--- config.mk ---
export PLATFORM = sky130hd
export DESIGN_NAME = json_string_unescape
export DESIGN_NICKNAME = d
export VERILOG_FILES = /design/src/rtl/jsu_pkg.sv /design/src/rtl/json_string_unescape.sv /design/src/rtl/jsu_front.sv /design/src/rtl/jsu_queue.sv /design/src/rtl/jsu_back.sv
export SDC_FILE = /design/constraint.sdc
export NUM_CORES = 1
export LEC_CHECK = 0
export BUFFER_PORTS_ARGS = -buffer_cell sky130_fd_sc_hd__buf_2
export CORE_ASPECT_RATIO = 0.8
export CORE_MARGIN = 1
export CORE_UTILIZATION = 34
export DETAILED_ROUTE_END_ITERATION = 6
export SYNTH_ARGS = -nofsm -noshare
export SYNTH_HDL_FRONTEND = slang
export SYNTH_SLANG_ARGS = --single-unit
--- constraint.sdc ---
create_clock -name clk -period 11 [get_ports clk]
set_clock_uncertainty 0.15 [all_clocks]
set_input_delay 0.55 -clock clk [delete_from_list [all_inputs] [get_ports clk]]
set_output_delay 0.55 -clock clk [all_outputs]
set_load 0.005 [all_outputs]
--- src/rtl/jsu_pkg.sv ---
// Shared types and constants for the JSON string unescaper.
// Used by jsu_front, jsu_queue, jsu_back and json_string_unescape.
package jsu_pkg;

    // Result status codes
    localparam logic [3:0] ST_DATA      = 4'd0;
    localparam logic [3:0] ST_DONE      = 4'd1;
    localparam logic [3:0] ST_NO_QUOTE  = 4'd2;
    localparam logic [3:0] ST_CTRL      = 4'd3;
    localparam logic [3:0] ST_ESC_END   = 4'd4;
    localparam logic [3:0] ST_BAD_U     = 4'd5;
    localparam logic [3:0] ST_BAD_PAIR  = 4'd6;
    localparam logic [3:0] ST_LONE_LOW  = 4'd7;
    localparam logic [3:0] ST_BAD_ESC   = 4'd8;
    localparam logic [3:0] ST_UNTERM    = 4'd9;

    // Command queue geometry
    localparam int Q_DEPTH = 4;
    localparam int Q_AW    = 2;

    // One queue entry: up to four result bytes, or a single ending status
    typedef struct packed {
        logic [3:0][7:0] data;      // data[0] goes out first
        logic [1:0]      last_idx;  // index of final byte
        logic [3:0]      status;
    } jsu_entry_t;

    typedef struct packed {
        logic       valid;
        jsu_entry_t entry;
    } jsu_push_t;

endpackage

--- src/rtl/json_string_unescape.sv ---
// Top level of the streaming JSON string unescaper; ties front, queue, back.
// Depends on jsu_pkg, jsu_front, jsu_queue, jsu_back.
// A result passes through the queue write and then the output register before it is on
// the outputs. Throughput: one item per cycle in while in_stall is low; one result per
// cycle out while out_stall is low. A \u escape that yields 2 to 4 UTF-8 bytes holds
// the output for one result per byte; the four-entry queue absorbs these bursts, and
// in_stall rises only when it is full.
// Reset (rst_n low, async): parser idle awaiting a quote, queue and output empty.
module json_string_unescape
    import jsu_pkg::*;
(
    input  logic       clk,
    input  logic       rst_n,
    // input channel: one character byte per item
    input  logic       in_valid,
    output logic       in_stall,
    input  logic [7:0] in_byte,
    // result channel
    output logic       out_valid,
    input  logic       out_stall,
    output logic [7:0] out_byte,
    output logic [3:0] status,
    output logic       last
);

    jsu_push_t  push;
    jsu_entry_t head;
    logic       q_full;
    logic       q_empty;
    logic       pop;
    logic       accept;

    // The front end never waits on the back end except through the queue:
    // each accepted item adds at most one entry, so "not full" is enough.
    assign in_stall = q_full;
    assign accept   = in_valid && !q_full;

    // Front: phase tracking, escape and \u decoding, surrogate pairing,
    // UTF-8 encoding. Produces one entry per item that causes results.
    jsu_front u_front (
        .clk     (clk),
        .rst_n   (rst_n),
        .accept  (accept),
        .in_byte (in_byte),
        .push    (push)
    );

    // Decouples the parser from output backpressure.
    jsu_queue u_queue (
        .clk   (clk),
        .rst_n (rst_n),
        .push  (push),
        .pop   (pop),
        .full  (q_full),
        .empty (q_empty),
        .head  (head)
    );

    // Back: serializes entry bytes through the output register.
    jsu_back u_back (
        .clk       (clk),
        .rst_n     (rst_n),
        .empty     (q_empty),
        .head      (head),
        .pop       (pop),
        .out_stall (out_stall),
        .out_valid (out_valid),
        .out_byte  (out_byte),
        .status    (status),
        .last      (last)
    );

endmodule

--- src/rtl/jsu_front.sv ---
// Front end: parses one byte per item and builds a result entry.
// Depends on jsu_pkg; feeds jsu_queue.
module jsu_front
    import jsu_pkg::*;
(
    input  logic       clk,
    input  logic       rst_n,
    input  logic       accept,
    input  logic [7:0] in_byte,
    output jsu_push_t  push
);

    localparam logic [2:0] PH_IDLE  = 3'd0;
    localparam logic [2:0] PH_STR   = 3'd1;
    localparam logic [2:0] PH_ESC   = 3'd2;
    localparam logic [2:0] PH_HEX   = 3'd3;
    localparam logic [2:0] PH_BSL   = 3'd4;
    localparam logic [2:0] PH_LU    = 3'd5;
    localparam logic [2:0] PH_HEXLO = 3'd6;

    localparam logic [7:0] CH_NUL   = 8'h00;
    localparam logic [7:0] CH_TAB   = 8'h09;
    localparam logic [7:0] CH_LF    = 8'h0A;
    localparam logic [7:0] CH_CR    = 8'h0D;
    localparam logic [7:0] CH_SPACE = 8'h20;
    localparam logic [7:0] CH_QUOTE = 8'h22;
    localparam logic [7:0] CH_SLASH = 8'h2F;
    localparam logic [7:0] CH_BSL   = 8'h5C;
    localparam logic [7:0] CH_B     = 8'h62;
    localparam logic [7:0] CH_F     = 8'h66;
    localparam logic [7:0] CH_N     = 8'h6E;
    localparam logic [7:0] CH_R     = 8'h72;
    localparam logic [7:0] CH_T     = 8'h74;
    localparam logic [7:0] CH_U     = 8'h75;

    // {ok, value}
    function automatic logic [4:0] hex_digit(input logic [7:0] c);
        logic [4:0] r;
        r = 5'd0;
        if (c >= 8'h30 && c <= 8'h39) begin
            r = {1'b1, c[3:0]};
        end else if ((c >= 8'h61 && c <= 8'h66) || (c >= 8'h41 && c <= 8'h46)) begin
            r = {1'b1, c[3:0] + 4'd9};
        end
        return r;
    endfunction

    function automatic jsu_entry_t utf8_entry(input logic [20:0] cp);
        jsu_entry_t e;
        e = '0;
        e.status = ST_DATA;
        if (cp < 21'h80) begin
            e.data[0]  = cp[7:0];
            e.last_idx = 2'd0;
        end else if (cp < 21'h800) begin
            e.data[0]  = {3'b110, cp[10:6]};
            e.data[1]  = {2'b10, cp[5:0]};
            e.last_idx = 2'd1;
        end else if (cp < 21'h10000) begin
            e.data[0]  = {4'b1110, cp[15:12]};
            e.data[1]  = {2'b10, cp[11:6]};
            e.data[2]  = {2'b10, cp[5:0]};
            e.last_idx = 2'd2;
        end else begin
            e.data[0]  = {5'b11110, cp[20:18]};
            e.data[1]  = {2'b10, cp[17:12]};
            e.data[2]  = {2'b10, cp[11:6]};
            e.data[3]  = {2'b10, cp[5:0]};
            e.last_idx = 2'd3;
        end
        return e;
    endfunction

    logic [2:0]  phase_reg, phase_next;
    logic [15:0] accum_reg, accum_next;
    logic [1:0]  cnt_reg, cnt_next;
    logic [9:0]  high_reg, high_next;

    logic        fin;
    logic [3:0]  fin_st;
    logic        emit;
    logic        raw;
    logic [20:0] cp;
    logic [4:0]  digit;
    logic [15:0] v;

    always_comb
    begin
        phase_next = phase_reg;
        accum_next = accum_reg;
        cnt_next   = cnt_reg;
        high_next  = high_reg;
        fin        = 1'b0;
        fin_st     = ST_DATA;
        emit       = 1'b0;
        raw        = 1'b0;
        cp         = '0;
        digit      = hex_digit(in_byte);
        v          = {accum_reg[11:0], digit[3:0]};
        push       = '0;

        if (accept)
        begin
            unique case (phase_reg)
                PH_STR:
                begin
                    priority if (in_byte == CH_NUL) begin
                        fin = 1'b1; fin_st = ST_UNTERM;
                    end else if (in_byte == CH_QUOTE) begin
                        fin = 1'b1; fin_st = ST_DONE;
                    end else if (in_byte < CH_SPACE) begin
                        fin = 1'b1; fin_st = ST_CTRL;
                    end else if (in_byte == CH_BSL) begin
                        phase_next = PH_ESC;
                    end else begin
                        // plain byte goes out as is, top half included
                        emit = 1'b1; raw = 1'b1;
                    end
                end
                PH_ESC:
                begin
                    unique case (in_byte)
                        CH_NUL:   begin fin = 1'b1; fin_st = ST_ESC_END; end
                        CH_QUOTE, CH_BSL, CH_SLASH:
                                  begin emit = 1'b1; cp = {13'd0, in_byte}; end
                        CH_B:     begin emit = 1'b1; cp = 21'h08; end
                        CH_F:     begin emit = 1'b1; cp = 21'h0C; end
                        CH_N:     begin emit = 1'b1; cp = 21'h0A; end
                        CH_R:     begin emit = 1'b1; cp = 21'h0D; end
                        CH_T:     begin emit = 1'b1; cp = 21'h09; end
                        CH_U:
                        begin
                            phase_next = PH_HEX;
                            accum_next = '0;
                            cnt_next   = '0;
                        end
                        default:  begin fin = 1'b1; fin_st = ST_BAD_ESC; end
                    endcase
                end
                PH_HEX, PH_HEXLO:
                begin
                    priority if (!digit[4]) begin
                        fin    = 1'b1;
                        fin_st = (phase_reg == PH_HEX) ? ST_BAD_U : ST_BAD_PAIR;
                    end else if (cnt_reg != 2'd3) begin
                        accum_next = v;
                        cnt_next   = cnt_reg + 2'd1;
                    end else if (phase_reg == PH_HEX) begin
                        priority if (v >= 16'hD800 && v <= 16'hDBFF) begin
                            high_next  = v[9:0];   // v - 0xD800
                            accum_next = '0;
                            cnt_next   = '0;
                            phase_next = PH_BSL;
                        end else if (v >= 16'hDC00) begin
                            // v <= 0xDFFF here or above; only the low range is an error
                            if (v <= 16'hDFFF) begin
                                fin = 1'b1; fin_st = ST_LONE_LOW;
                            end else begin
                                emit = 1'b1; cp = {5'd0, v};
                            end
                        end else begin
                            emit = 1'b1; cp = {5'd0, v};
                        end
                    end else begin
                        if (v < 16'hDC00 || v > 16'hDFFF) begin
                            fin = 1'b1; fin_st = ST_BAD_PAIR;
                        end else begin
                            // 0x10000 + (high << 10) + (v - 0xDC00)
                            cp        = 21'h10000 + {1'b0, high_reg, v[9:0]};
                            emit      = 1'b1;
                            high_next = '0;
                        end
                    end
                end
                PH_BSL:
                begin
                    if (in_byte != CH_BSL) begin
                        fin = 1'b1; fin_st = ST_BAD_PAIR;
                    end else begin
                        phase_next = PH_LU;
                    end
                end
                PH_LU:
                begin
                    if (in_byte != CH_U) begin
                        fin = 1'b1; fin_st = ST_BAD_PAIR;
                    end else begin
                        phase_next = PH_HEXLO;
                        accum_next = '0;
                        cnt_next   = '0;
                    end
                end
                default:
                begin
                    // idle, and the unused phase code
                    priority if (in_byte == CH_SPACE || in_byte == CH_TAB ||
                                 in_byte == CH_LF || in_byte == CH_CR) begin
                        phase_next = PH_IDLE;
                    end else if (in_byte == CH_QUOTE) begin
                        phase_next = PH_STR;
                        accum_next = '0;
                        cnt_next   = '0;
                        high_next  = '0;
                    end else begin
                        fin = 1'b1; fin_st = ST_NO_QUOTE;
                    end
                end
            endcase
        end

        if (fin)
        begin
            phase_next          = PH_IDLE;
            accum_next          = '0;
            cnt_next            = '0;
            high_next           = '0;
            push.valid          = 1'b1;
            push.entry.status   = fin_st;
        end
        else if (emit)
        begin
            phase_next = PH_STR;
            accum_next = '0;
            cnt_next   = '0;
            push.valid = 1'b1;
            if (raw)
            begin
                push.entry.status  = ST_DATA;
                push.entry.data[0] = in_byte;
            end
            else
            begin
                push.entry = utf8_entry(cp);
            end
        end
    end

    always_ff @(posedge clk or negedge rst_n)
    begin
        if (!rst_n)
        begin
            phase_reg <= PH_IDLE;
            accum_reg <= '0;
            cnt_reg   <= '0;
            high_reg  <= '0;
        end
        else
        begin
            phase_reg <= phase_next;
            accum_reg <= accum_next;
            cnt_reg   <= cnt_next;
            high_reg  <= high_next;
        end
    end

endmodule

--- src/rtl/jsu_queue.sv ---
// Short command queue between front end and back end.
// Depends on jsu_pkg.
module jsu_queue
    import jsu_pkg::*;
(
    input  logic       clk,
    input  logic       rst_n,
    input  jsu_push_t  push,
    input  logic       pop,
    output logic       full,
    output logic       empty,
    output jsu_entry_t head
);

    jsu_entry_t        mem_reg [Q_DEPTH];
    logic [Q_AW-1:0]   wr_ptr_reg, wr_ptr_next;
    logic [Q_AW-1:0]   rd_ptr_reg, rd_ptr_next;
    logic [Q_AW:0]     cnt_reg, cnt_next;
    logic              do_pop;

    assign full   = (cnt_reg == Q_AW'(0) + (Q_AW+1)'(Q_DEPTH));
    assign empty  = (cnt_reg == '0);
    assign head   = mem_reg[rd_ptr_reg];
    assign do_pop = pop && !empty;

    always_comb
    begin
        wr_ptr_next = wr_ptr_reg + (push.valid ? Q_AW'(1) : Q_AW'(0));
        rd_ptr_next = rd_ptr_reg + (do_pop ? Q_AW'(1) : Q_AW'(0));
        cnt_next    = cnt_reg + (push.valid ? (Q_AW+1)'(1) : '0)
                              - (do_pop ? (Q_AW+1)'(1) : '0);
    end

    always_ff @(posedge clk)
    begin
        if (push.valid)
        begin
            mem_reg[wr_ptr_reg] <= push.entry;
        end
    end

    always_ff @(posedge clk or negedge rst_n)
    begin
        if (!rst_n)
        begin
            wr_ptr_reg <= '0;
            rd_ptr_reg <= '0;
            cnt_reg    <= '0;
        end
        else
        begin
            wr_ptr_reg <= wr_ptr_next;
            rd_ptr_reg <= rd_ptr_next;
            cnt_reg    <= cnt_next;
        end
    end

endmodule

--- src/rtl/jsu_back.sv ---
// Back end: walks the bytes of each queue entry into the output register.
// Depends on jsu_pkg; reads jsu_queue.
module jsu_back
    import jsu_pkg::*;
(
    input  logic       clk,
    input  logic       rst_n,
    input  logic       empty,
    input  jsu_entry_t head,
    output logic       pop,
    input  logic       out_stall,
    output logic       out_valid,
    output logic [7:0] out_byte,
    output logic [3:0] status,
    output logic       last
);

    logic [1:0] sub_reg, sub_next;
    logic       valid_reg, valid_next;
    logic [7:0] byte_reg;
    logic [3:0] status_reg;
    logic       last_reg;
    logic       load;
    logic       take;
    logic       is_last;

    assign load    = !valid_reg || !out_stall;
    assign take    = load && !empty;
    assign is_last = (sub_reg == head.last_idx);
    assign pop     = take && is_last;

    always_comb
    begin
        valid_next = valid_reg;
        sub_next   = sub_reg;
        if (load)
        begin
            valid_next = !empty;
        end
        if (take)
        begin
            sub_next = is_last ? 2'd0 : sub_reg + 2'd1;
        end
    end

    always_ff @(posedge clk)
    begin
        if (take)
        begin
            byte_reg   <= head.data[sub_reg];
            status_reg <= head.status;
            last_reg   <= is_last;
        end
    end

    always_ff @(posedge clk or negedge rst_n)
    begin
        if (!rst_n)
        begin
            valid_reg <= 1'b0;
            sub_reg   <= '0;
        end
        else
        begin
            valid_reg <= valid_next;
            sub_reg   <= sub_next;
        end
    end

    assign out_valid = valid_reg;
    assign out_byte  = byte_reg;
    assign status    = status_reg;
    assign last      = last_reg;

endmodule
# [Word level (Yosys, flattened, before mapping)]
# Memory sizes are Yosys's and may differ from the RTL's.
# Cells that the tools add are included.
[classes] eq_ne=45 n_reduce_logical=34 order_cmp=17 n_mux=141 add_sub_neg=8
[op_table] cell="$mux W12" count=11
[op_table] cell="$mux W26" count=5
[op_table] cell="$mux W21" count=6
[op_table] cell="$mux W10" count=10
[op_table] cell="$mux W24" count=3
[op_table] cell="$mux W3" count=20
[op_table] cell="$eq A8 B7 Y1 const B" count=7
[op_table] cell="$mux W16" count=3
[op_table] cell="$pmux W12 S4" count=1
[op_table] cell="$pmux W8 S6" count=1
[op_table] cell="$pmux W21 S2" count=1
[op_table] cell="$mux W4" count=10
[op_table] cell="$mux W39" count=1
[op_table] cell="$mux W1" count=38
[op_table] cell="$mux W34" count=1
[op_table] cell="$ge A16 B16 Y1 const B" count=2
[op_table] cell="$le A16 B16 Y1 const B" count=2
[op_table] cell="$mux W2" count=16
[op_table] cell="$ne A4 B2 Y1 const B" count=8
[op_table] cell="$eq A8 B4 Y1 const B" count=3
[op_table] cell="$eq A8 B6 Y1 const B" count=3
[op_table] cell="$mux W8" count=3
[op_table] cell="$add A17 B20 Y21 const A" count=1
[op_table] cell="$lt A21 B12 Y1 const B" count=1
[op_table] cell="55 further kinds" count=88
[word_totals] memories=1 ram_bits=152 ff_bits=50 word_cells=258
[memory_table] name="u_queue.mem_reg" words=4 width=38 read_ports=1 rd_ports_with_merged_regs=0 wr=1 line="jsu_queue.sv:15" text="jsu_entry_t mem_reg [Q_DEPTH];"

# [Logic depth before layout (Yosys ltp)]
# Gate-level depths: netlist of run 1.
[logic_depth] word_depth=29 mapped_depth=15

# [Hierarchy]
# A second synthesis of run 1 with hierarchy kept.
[hier_totals] hier_cells=691 area_unflattened_um2=9818.2
[modules_own_cells] module="jsu_queue" area_each_um2=5889.4 cells_per_inst=230 instances=1
[modules_own_cells] module="jsu_front" area_each_um2=3119.2 cells_per_inst=417 instances=1
[modules_own_cells] module="jsu_back" area_each_um2=795.8 cells_per_inst=43 instances=1
[modules_own_cells] module="json_string_unescape" area_each_um2=13.8 cells_per_inst=1 instances=1

# [Worst setup path after synthesis of run 1]
# OpenSTA, ideal clock, no wires.
[synth_path] path_kind="in2reg" start="in in_byte[0]" end="mem u_queue.mem_reg[2][0] (netlist name) (enable)" setup_slack_ps=5477 t_arrival_ps=4898 setup_time_ps=475 path_stages=11 required_ps=10375 n_path_buf=2 cell_sequence="inv_1 ha_1 or3b_1 and4_1 buf_2 or2_1 buf_6 a21oi_2 o41a_1 nor2_1 nor3b_1"
[synth_via] elab_chain_cells=18 word_cells_on_any_way=78
[synth_lines] element="start, declared" line="json_string_unescape.sv:17" text="input logic [7:0] in_byte,"
[synth_lines] element="$ge A8 B7 Y1 or $le A8 B7 Y1 (tied branches)" line="jsu_front.sv:42" text="end else if ((c >= 8'h61 && c <= 8'h66) || (c >= 8'h41 && c <= 8'h46)) begin"
[synth_lines] element="$logic_and A1 B1 Y1" line="jsu_front.sv:42"
[synth_lines] element="$logic_or A1 B1 Y1" line="jsu_front.sv:42"
[synth_lines] element="$mux W5" line="jsu_front.sv:42"
[synth_lines] element="$mux W5" line="jsu_front.sv:40" text="if (c >= 8'h30 && c <= 8'h39) begin"
[synth_lines] element="$le A16 B16 Y1" line="jsu_front.sv:156" text="if (v <= 16'hDFFF) begin"
[synth_lines] element="$mux W1" line="jsu_front.sv:156"
[synth_lines] element="$mux W1" line="jsu_front.sv:154" text="end else if (v >= 16'hDC00) begin"
[synth_lines] element="[... 2 more ...]"
[synth_lines] element="$mux W1" line="jsu_front.sv:145" text="end else if (cnt_reg != 2'd3) begin"
[synth_lines] element="$mux W1" line="jsu_front.sv:142" text="priority if (!digit[4]) begin"
[synth_lines] element="$pmux W1 S3" line="jsu_front.sv:104" text="unique case (phase_reg)"
[synth_lines] element="$mux W1" line="jsu_front.sv:102" text="if (accept)"
[synth_lines] element="$mux W39" line="jsu_front.sv:220" text="else if (emit)"
[synth_lines] element="$mux W1 *" line="jsu_front.sv:211" text="if (fin)"
[synth_lines] element="$mux W1 *" line="jsu_queue.sv:36" text="if (push.valid)"
[synth_lines] element="$mux W1 (not written as such) *" line="jsu_queue.sv:38" text="mem_reg[wr_ptr_reg] <= push.entry;"
[synth_lines] element="end, declared" line="jsu_queue.sv:15"
# Every way passes the cells marked *; elsewhere a longest branch is shown, timed or not.

# [Worst setup path in the final report of run 1]
[layout_path] start="reg u_front.phase_reg[0]" end="mem u_queue.mem_reg[3][7] (netlist name) (enable)"
[layout_via] elab_chain_cells=10 word_cells_on_any_way=21
[layout_lines] element="start, declared" line="jsu_front.sv:74" text="logic [2:0] phase_reg, phase_next;"
[layout_lines] element="start signal, assigned" line="jsu_front.sv:249" text="phase_reg <= phase_next;"
[layout_lines] element="$eq A3 B2 Y1" line="jsu_front.sv:104, jsu_front.sv:148"
[layout_lines] element="$mux W1" line="jsu_front.sv:148" text="end else if (phase_reg == PH_HEX) begin"
[layout_lines] element="$mux W1" line="jsu_front.sv:145"
[layout_lines] element="$mux W1" line="jsu_front.sv:142"
[layout_lines] element="$pmux W1 S3" line="jsu_front.sv:104"
[layout_lines] element="$mux W1" line="jsu_front.sv:102"
[layout_lines] element="$mux W39" line="jsu_front.sv:220"
[layout_lines] element="$mux W1 *" line="jsu_front.sv:211"
[layout_lines] element="$mux W1 *" line="jsu_queue.sv:36"
[layout_lines] element="$mux W1 (not written as such) *" line="jsu_queue.sv:38"
# Marks and branches as above.

==> results of run 1 <==
layer usage:
layer	wire [um]	GRT usage, %
met1	10100	24.8
met2	9370	24.8
met3	1430	2.96
met4	281	4.96
met5	0	0
cell usage in the layout (no fill, tap or decap), types with 7 or more instances in the layout:
| cell type | Yosys | layout |
|---|---|---|
| edfxtp_1 | 149 | 149 |
| or2_2 | 7 | 7 |
| buf_4 | 2 | 8 |
| clkbuf_16 | 0 | 17 |
| o21ai_0 | 27 | 27 |
| nand2b_1 | 7 | 7 |
| buf_2 | 5 | 26 |
| a22o_1 | 12 | 12 |
| nor2b_1 | 8 | 8 |
| dfrtp_1 | 37 | 36 |
| ha_1 | 10 | 10 |
| nor2_1 | 41 | 41 |
| nand2_1 | 55 | 55 |
| inv_1 | 16 | 16 |
| nand3_1 | 24 | 24 |
| mux4_2 | 41 | 41 |
| and2_1 | 14 | 14 |
| nor3_1 | 13 | 12 |
| a21oi_1 | 37 | 36 |
final timing paths:
check,startpoint,to,slack [ps],depth (start not counted)
max in group asynchronous,rst_n,u_queue.rd_ptr_reg[0],9920,1
worst min register to register,u_back.out_valid,u_back.out_valid,370,2
worst max register to register,u_front.phase_reg[0],u_queue.mem_reg[3][7],6210,8
worst min-delay path,rst_n,u_front.high_reg[5],110,1
worst max-delay path,u_front.phase_reg[0],u_queue.mem_reg[3][7],6210,8
min in group clk,out_stall,u_back.out_valid,190,3
power by group through the flow:
stage,registers [mW],clock network (mW),logic (mW)
floorplan,1.02,0,0.562
global placement,1.05,0,0.731
detailed placement,1.05,0,0.735
CTS,1.04,0.616,0.738
global route,1.05,0.646,0.802
finish,1.04,0.604,0.731
logic make-up after synthesis:
family | after synthesis | synth area share (%)
multiplexers | 47 | 10.9
AND/OR/NAND/NOR | 217 | 12.7
buffers and inverters | 59 | 2.77
AO/OA/AOI/OAI | 142 | 11.2
XOR/XNOR | 10 | 0.970
adder cells (fa/ha/maj) | 11 | 1.61
flip-flops | 186 | 59.8
layout make-up:
| cell class | count | area [um^2] |
|---|---|---|
| well taps | 351 | 439 |
| multi-input cells | 427 | 3400 |
| flip-flops and latches | 186 | 5400 |
| clock buffers | 20 | 437 |
| inverters | 17 | 63.8 |
| repair buffers | 34 | 190 |
| clock inverters | 12 | 139 |
| fillers | 2400 | 15600 |
per-stage QoR:
stage                     total power [mW]  cells
after floorplan                       1.58    672
after global placement                1.78   1015
after detailed placement              1.79   1015
after CTS                             2.39   1047
after global routing                  2.50   1047
final                                 2.37   1047
critical path: stages, from the launching register on:
cell and delay, ps:
dfrtp_1 720, and3b_1 640, o21ai_0 430, a21oi_1 440, nand3_1 210, a31oi_2 550, nor2_1 220, inv_1 200
and3_2 810
==> results by group, run 1 <==
Power
  • Peak supply drop: around 130 uV
  • Sw Ratio: 32.0%
  • Comb power frac: 30.8%
  • Sequential Power Share: 43.7%
  • Internal power: ~1.6 mW
  • Leakage: between 3 and 4 nW
  • Psw: 0.760 mW
  • Clock Power Share: 25.5%
  • Pwr Density: 236 nW/um^2

Timing
  • Setup TNS: 0 ps
  • Worst hold slack: ~110 ps
  • Worst slew margin: about a third
  • # setup viols final: 0
  • Final worst setup slack: 6210 ps
  • Worst slew pin tran: 1000 ps
  • Final Slew Violations: 0
  • Final Critical Period: 4790 ps
  • Final Hold Vio Count: 0
  • Unrepaired setup endpoints after global routing: no
  • Max Fclk: 0.209 GHz
  • Final worst path period share: 43.6%

Clock network
  • Worst-path clk slew: 70 ps
  • CTS buffer count: 17
  • Root Driver: clkbuf_16
  • CTS Buffer Depth: 2
  • Clk_lat worst skew: 430 ps
  • H-tree level count: 4
  • CTS tree: done
  • Hold buffer count at CTS: 0
  • CTS resizes: 0
  • Setup bufs post-CTS: 0
  • CTS Sinks: 186

Floorplanning
  • Core Area: 25,700 um^2
  • Die width: 184 um
  • Die Area: 27,200 um^2
  • Initial core utilization: 35.1%
  • I/O pin count: 27
  • Row cnt: 52
  • Die Y-Extent: ~150 um

Synth
  • Post-synth EDFFs: roughly 150
  • Average cell area after synthesis: 13.4 um^2
  • Area of the mapped netlist: 9030 um^2
  • Synth warn: 0
  • Post-synth top cells: 149 x edfxtp_1, 55 x nand2_1, 41 x mux4_2, 41 x nor2_1
  • Share of the synthesized area in the top cell type: 49.6%
  • Yosys cell types: 80
  • Yosys reg bits: 186
  • Register area share after synthesis: between 50% and 60%
  • Synth top area cells: edfxtp_1 50%, dfrtp_1 10%, mux4_2 10%, nand2_1 2.3%, a21oi_1 2.1%
  • Synth Instances: 672
  • Main flop type after synthesis: edfxtp_1
  • Most frequent cell after synthesis: edfxtp_1
  • FFs w/ async S/R, synth: between 10% and 20%
  • Largest area contributor in the netlist: edfxtp_1
  • Post-synth net total: 695

Setup path
  • CP Launch Type: flip-flop
  • CP required: 10,900 ps
  • Critical path class: reg2reg
  • CP Max Fanout: 34
  • CP endpoint kind: flip-flop
  • CP Data Arrival Time: 4700 ps

Finish
  • Post-layout instance area: 10,100 um^2
  • Number of diodes: 0
  • Final Util: 39.2%
  • Max FFs per register: 136
  • Final #Nets: 706
  • Layout cells sized above 1: 19.1%
  • Area grow syn2layout: 11.5%

Routing
  • DR WL/cell: 20.3 um
  • Vias per std cell: 5.59
  • Final ANT Viol Nets: 0
  • Vias: 5,849
  • Total Wirelength: about 21,000 um
  • Detailed-router iteration count before antenna repair: 6
  • Initial drt markers: 655
  • Drt drc: 0

Global routing
  • Grt ovf: 0
  • Largest net degree at the start of global routing: 38
  • Initial antenna violation count: 0
  • Vias in the first global route: 5,803
  • Gr usage total: 16.7%
  • First-pass GRT wire length: 34,000 um

Job
  • Max Cap Viol: 0

Place
  • Dpl ws: 6400 ps
  • Area post-placement: between 9000 and 10,000 um^2
  • Buffers on Ports: 26
  • Detail Placement HPWL: ~14,000 um
  • Gpl congestion: about 0.92

Hold path
  • Path category of the worst min-delay check: in2async

Outcome
  • Outcome: finished, final reports clean
Power figures use the tool's default switching activity.
==> run 2, diff against run 1 <==
==> constraint.sdc (replaced) <==
create_clock -name clk -period 4.71 [get_ports clk]
set_clock_uncertainty 0.15 [all_clocks]
set_input_delay 0.2355 -clock clk [delete_from_list [all_inputs] [get_ports clk]]
set_output_delay 0.2355 -clock clk [all_outputs]
set_load 0.005 [all_outputs]
==> results by group, run 2 (synthesized netlist as in run 1, its figures left out) <==
Finish
  • Area grow syn2layout: 13.0% (was 11.5%)
  • Final #Nets: 717 (was 706)
  • Layout cells sized above 1: 20.2% (was 19.1%)
  • Commonest cells after routing, fill and taps aside: 149 x edfxtp_1, 55 x nand2_1, 41 x nor2_1, 41 x mux4_2 (unchanged)
  • Max FFs per register: 136 (unchanged)
  • Final std cells w/o fill: 1,059 (was 1,047)
  • Commonest non-fill, non-tap cell in the layout: edfxtp_1 (unchanged)
  • Final Util: 39.7% (was 39.2%)

Clock network
  • Hold buffer count at CTS: 2 (was 0)
  • CTS Sinks: 186 (unchanged)
  • CTS resizes: 0 (unchanged)
  • Setup bufs post-CTS: 0 (unchanged)
  • CTS tree: done (unchanged)
  • Worst-path clk slew: 70 ps (about the same)
  • H-tree level count: 4 (unchanged)
  • Clk_lat worst skew: 440 ps (was 430 ps)
  • CTS Buffer Depth: 2 (unchanged)
  • Root Driver: clkbuf_16 (unchanged)
  • CTS buffer count: 17 (unchanged)

Routing
  • DR WL/cell: 19.5 um (was 20.3 um)
  • Detailed-router iteration count before antenna repair: 5 (was 6)
  • Final ANT Viol Nets: 0 (unchanged)
  • Vias: 5,813 (was 5,849)
  • Initial drt markers: 538 (was 655)
  • Drt drc: 0 (unchanged)
  • Vias per std cell: 5.49 (was 5.59)
  • Total Wirelength: 20,600 um (was 21,200 um)

Timing
  • # setup viols final: 0 (unchanged)
  • Final Hold Vio Count: 0 (unchanged)
  • Worst slew margin: 40.8% (was 33.0%)
  • Worst slew pin tran: 887 ps (was 1000 ps)
  • Final worst path period share: 83.2% (was 43.6%)
  • Unrepaired setup endpoints after global routing: no (unchanged)
  • Final worst setup slack: 791 ps (was 6210 ps)
  • Final Critical Period: 3920 ps (was 4790 ps)
  • Max Fclk: 0.255 GHz (was 0.209 GHz)
  • Final Slew Violations: 0 (unchanged)

Setup path
  • CP Data Arrival Time: 3930 ps (was 4700 ps)
  • Reg2reg start: u_front.accum_reg[9] (was u_front.phase_reg[0])
  • CP Launch Type: flip-flop (unchanged)
  • CP startpoint: u_front.accum_reg[9] (was u_front.phase_reg[0])
  • CP Max Fanout: 15 (was 34)
  • CP endpoint kind: flip-flop (unchanged)
  • CP required: 4720 ps (was 10,900 ps)
  • Critical path class: reg2reg (unchanged)

Power
  • Pwr Total: 5.56 mW (was 2.37 mW)
  • Leakage: 3.52 nW (was 3.45 nW)
  • Peak supply drop: 312 uV (was 129 uV)
  • Pwr Density: 545 nW/um^2 (was 236 nW/um^2)

Outcome
  • Outcome: finished, final reports clean (unchanged)

Floorplanning
  • I/O pin count: 27 (unchanged)
  • Die Y-Extent: 148 um (unchanged)
  • Die width: 184 um (unchanged)
  • Die Area: 27,200 um^2 (unchanged)
  • Initial core utilization: 35.1% (unchanged)
  • Core Area: 25,700 um^2 (unchanged)
  • Row cnt: 52 (unchanged)

Job
  • Max Cap Viol: 0 (unchanged)

Place
  • Dpl ws: 634 ps (was 6400 ps)
  • Gpl congestion: 0.932 (was 0.918)
  • Detail Placement HPWL: 14,100 um (was 14,300 um)
  • Buffers on Ports: 26 (unchanged)
  • Placed Instances: 1,024 (was 1,015)

Global routing
  • Grt ovf: 0 (unchanged)
  • Gr usage total: 15.9% (was 16.7%)
  • Largest net degree at the start of global routing: 38 (unchanged)
  • Vias in the first global route: 5,512 (was 5,803)
  • First-pass GRT wire length: 32,400 um (was 34,000 um)
  • Initial antenna violation count: 2 (was 0)

Hold path
  • Path category of the worst min-delay check: in2reg (was in2async)
  • Hold Crit Start: in_byte[7]
-- run 2: cell count changes in the layout (fill, tap and decap cells not counted), sizes merged --
cell,before,now
diode,0,1
dlygate4sd3,0,2
buf,34,43
clkinvlp,2,0
clkinv,3,7
clkbuf,20,18
-- run 2: layout make-up --
cell class                 instances  area, um^2
fill                            2394       15500
sequential                       186        5400
multi-input combinational        427        3400
tap                              351         439
clock buffer                      18         429
timing repair buffer              45         328
clock inverter                    14         143
inverter                          17        63.8
antenna                            1        2.50
-- run 2: layer usage --
layer	up-vias	share of wire [%]	GRT usage [%]
li1	2668	-	-
met1	2915	48	23.2
met2	208	45	23.7
met3	20	6.1	4.02
met4	2	0.92	3.88
met5	-	0.082	0
-- run 2: path summary, 6_finish.rpt --
path	end	slack, ps	depth (start not counted)
min in group asynchronous	u_front.high_reg[9]	300	2
hold / removal	u_queue.mem_reg[1][13]	100	3
hold reg to reg	u_back.out_valid	370	2
max in group asynchronous	u_queue.rd_ptr_reg[0]	3480	2
setup / recovery	u_queue.mem_reg[2][6]	790	8
setup reg to reg	u_queue.mem_reg[2][6]	790	8
-- run 2: power by group --
| group | leakage (nW) | total [mW] | switching (mW) | internal, mW |
|---|---|---|---|---|
| clock | 0.286 | 1.40 | 0.619 | 0.785 |
| combinational | 1.35 | 1.71 | 0.925 | 0.788 |
| sequential | 1.89 | 2.45 | 0.219 | 2.23 |
-- run 2: critical path, stage by stage, from the launching register on --
cell      delay, ps
dfrtp_1         430
nand4b_1        280
o21ai_0         660
nand2_1         360
a32oi_2         330
and2_1          510
inv_2           220
or3_1           410
a32o_1          300
-- run 2: through the flow --
step | hold WS, ps | area (um^2) | TNS, ps
finish | 101 | 10200 | 0
global route | 130 | 10200 | 0
CTS | 82.6 | 10200 | 0
detailed placement | 263 | 9610 | 0
global placement | 253 | 9610 | 0
floorplan | -210 | 9030 | -49280
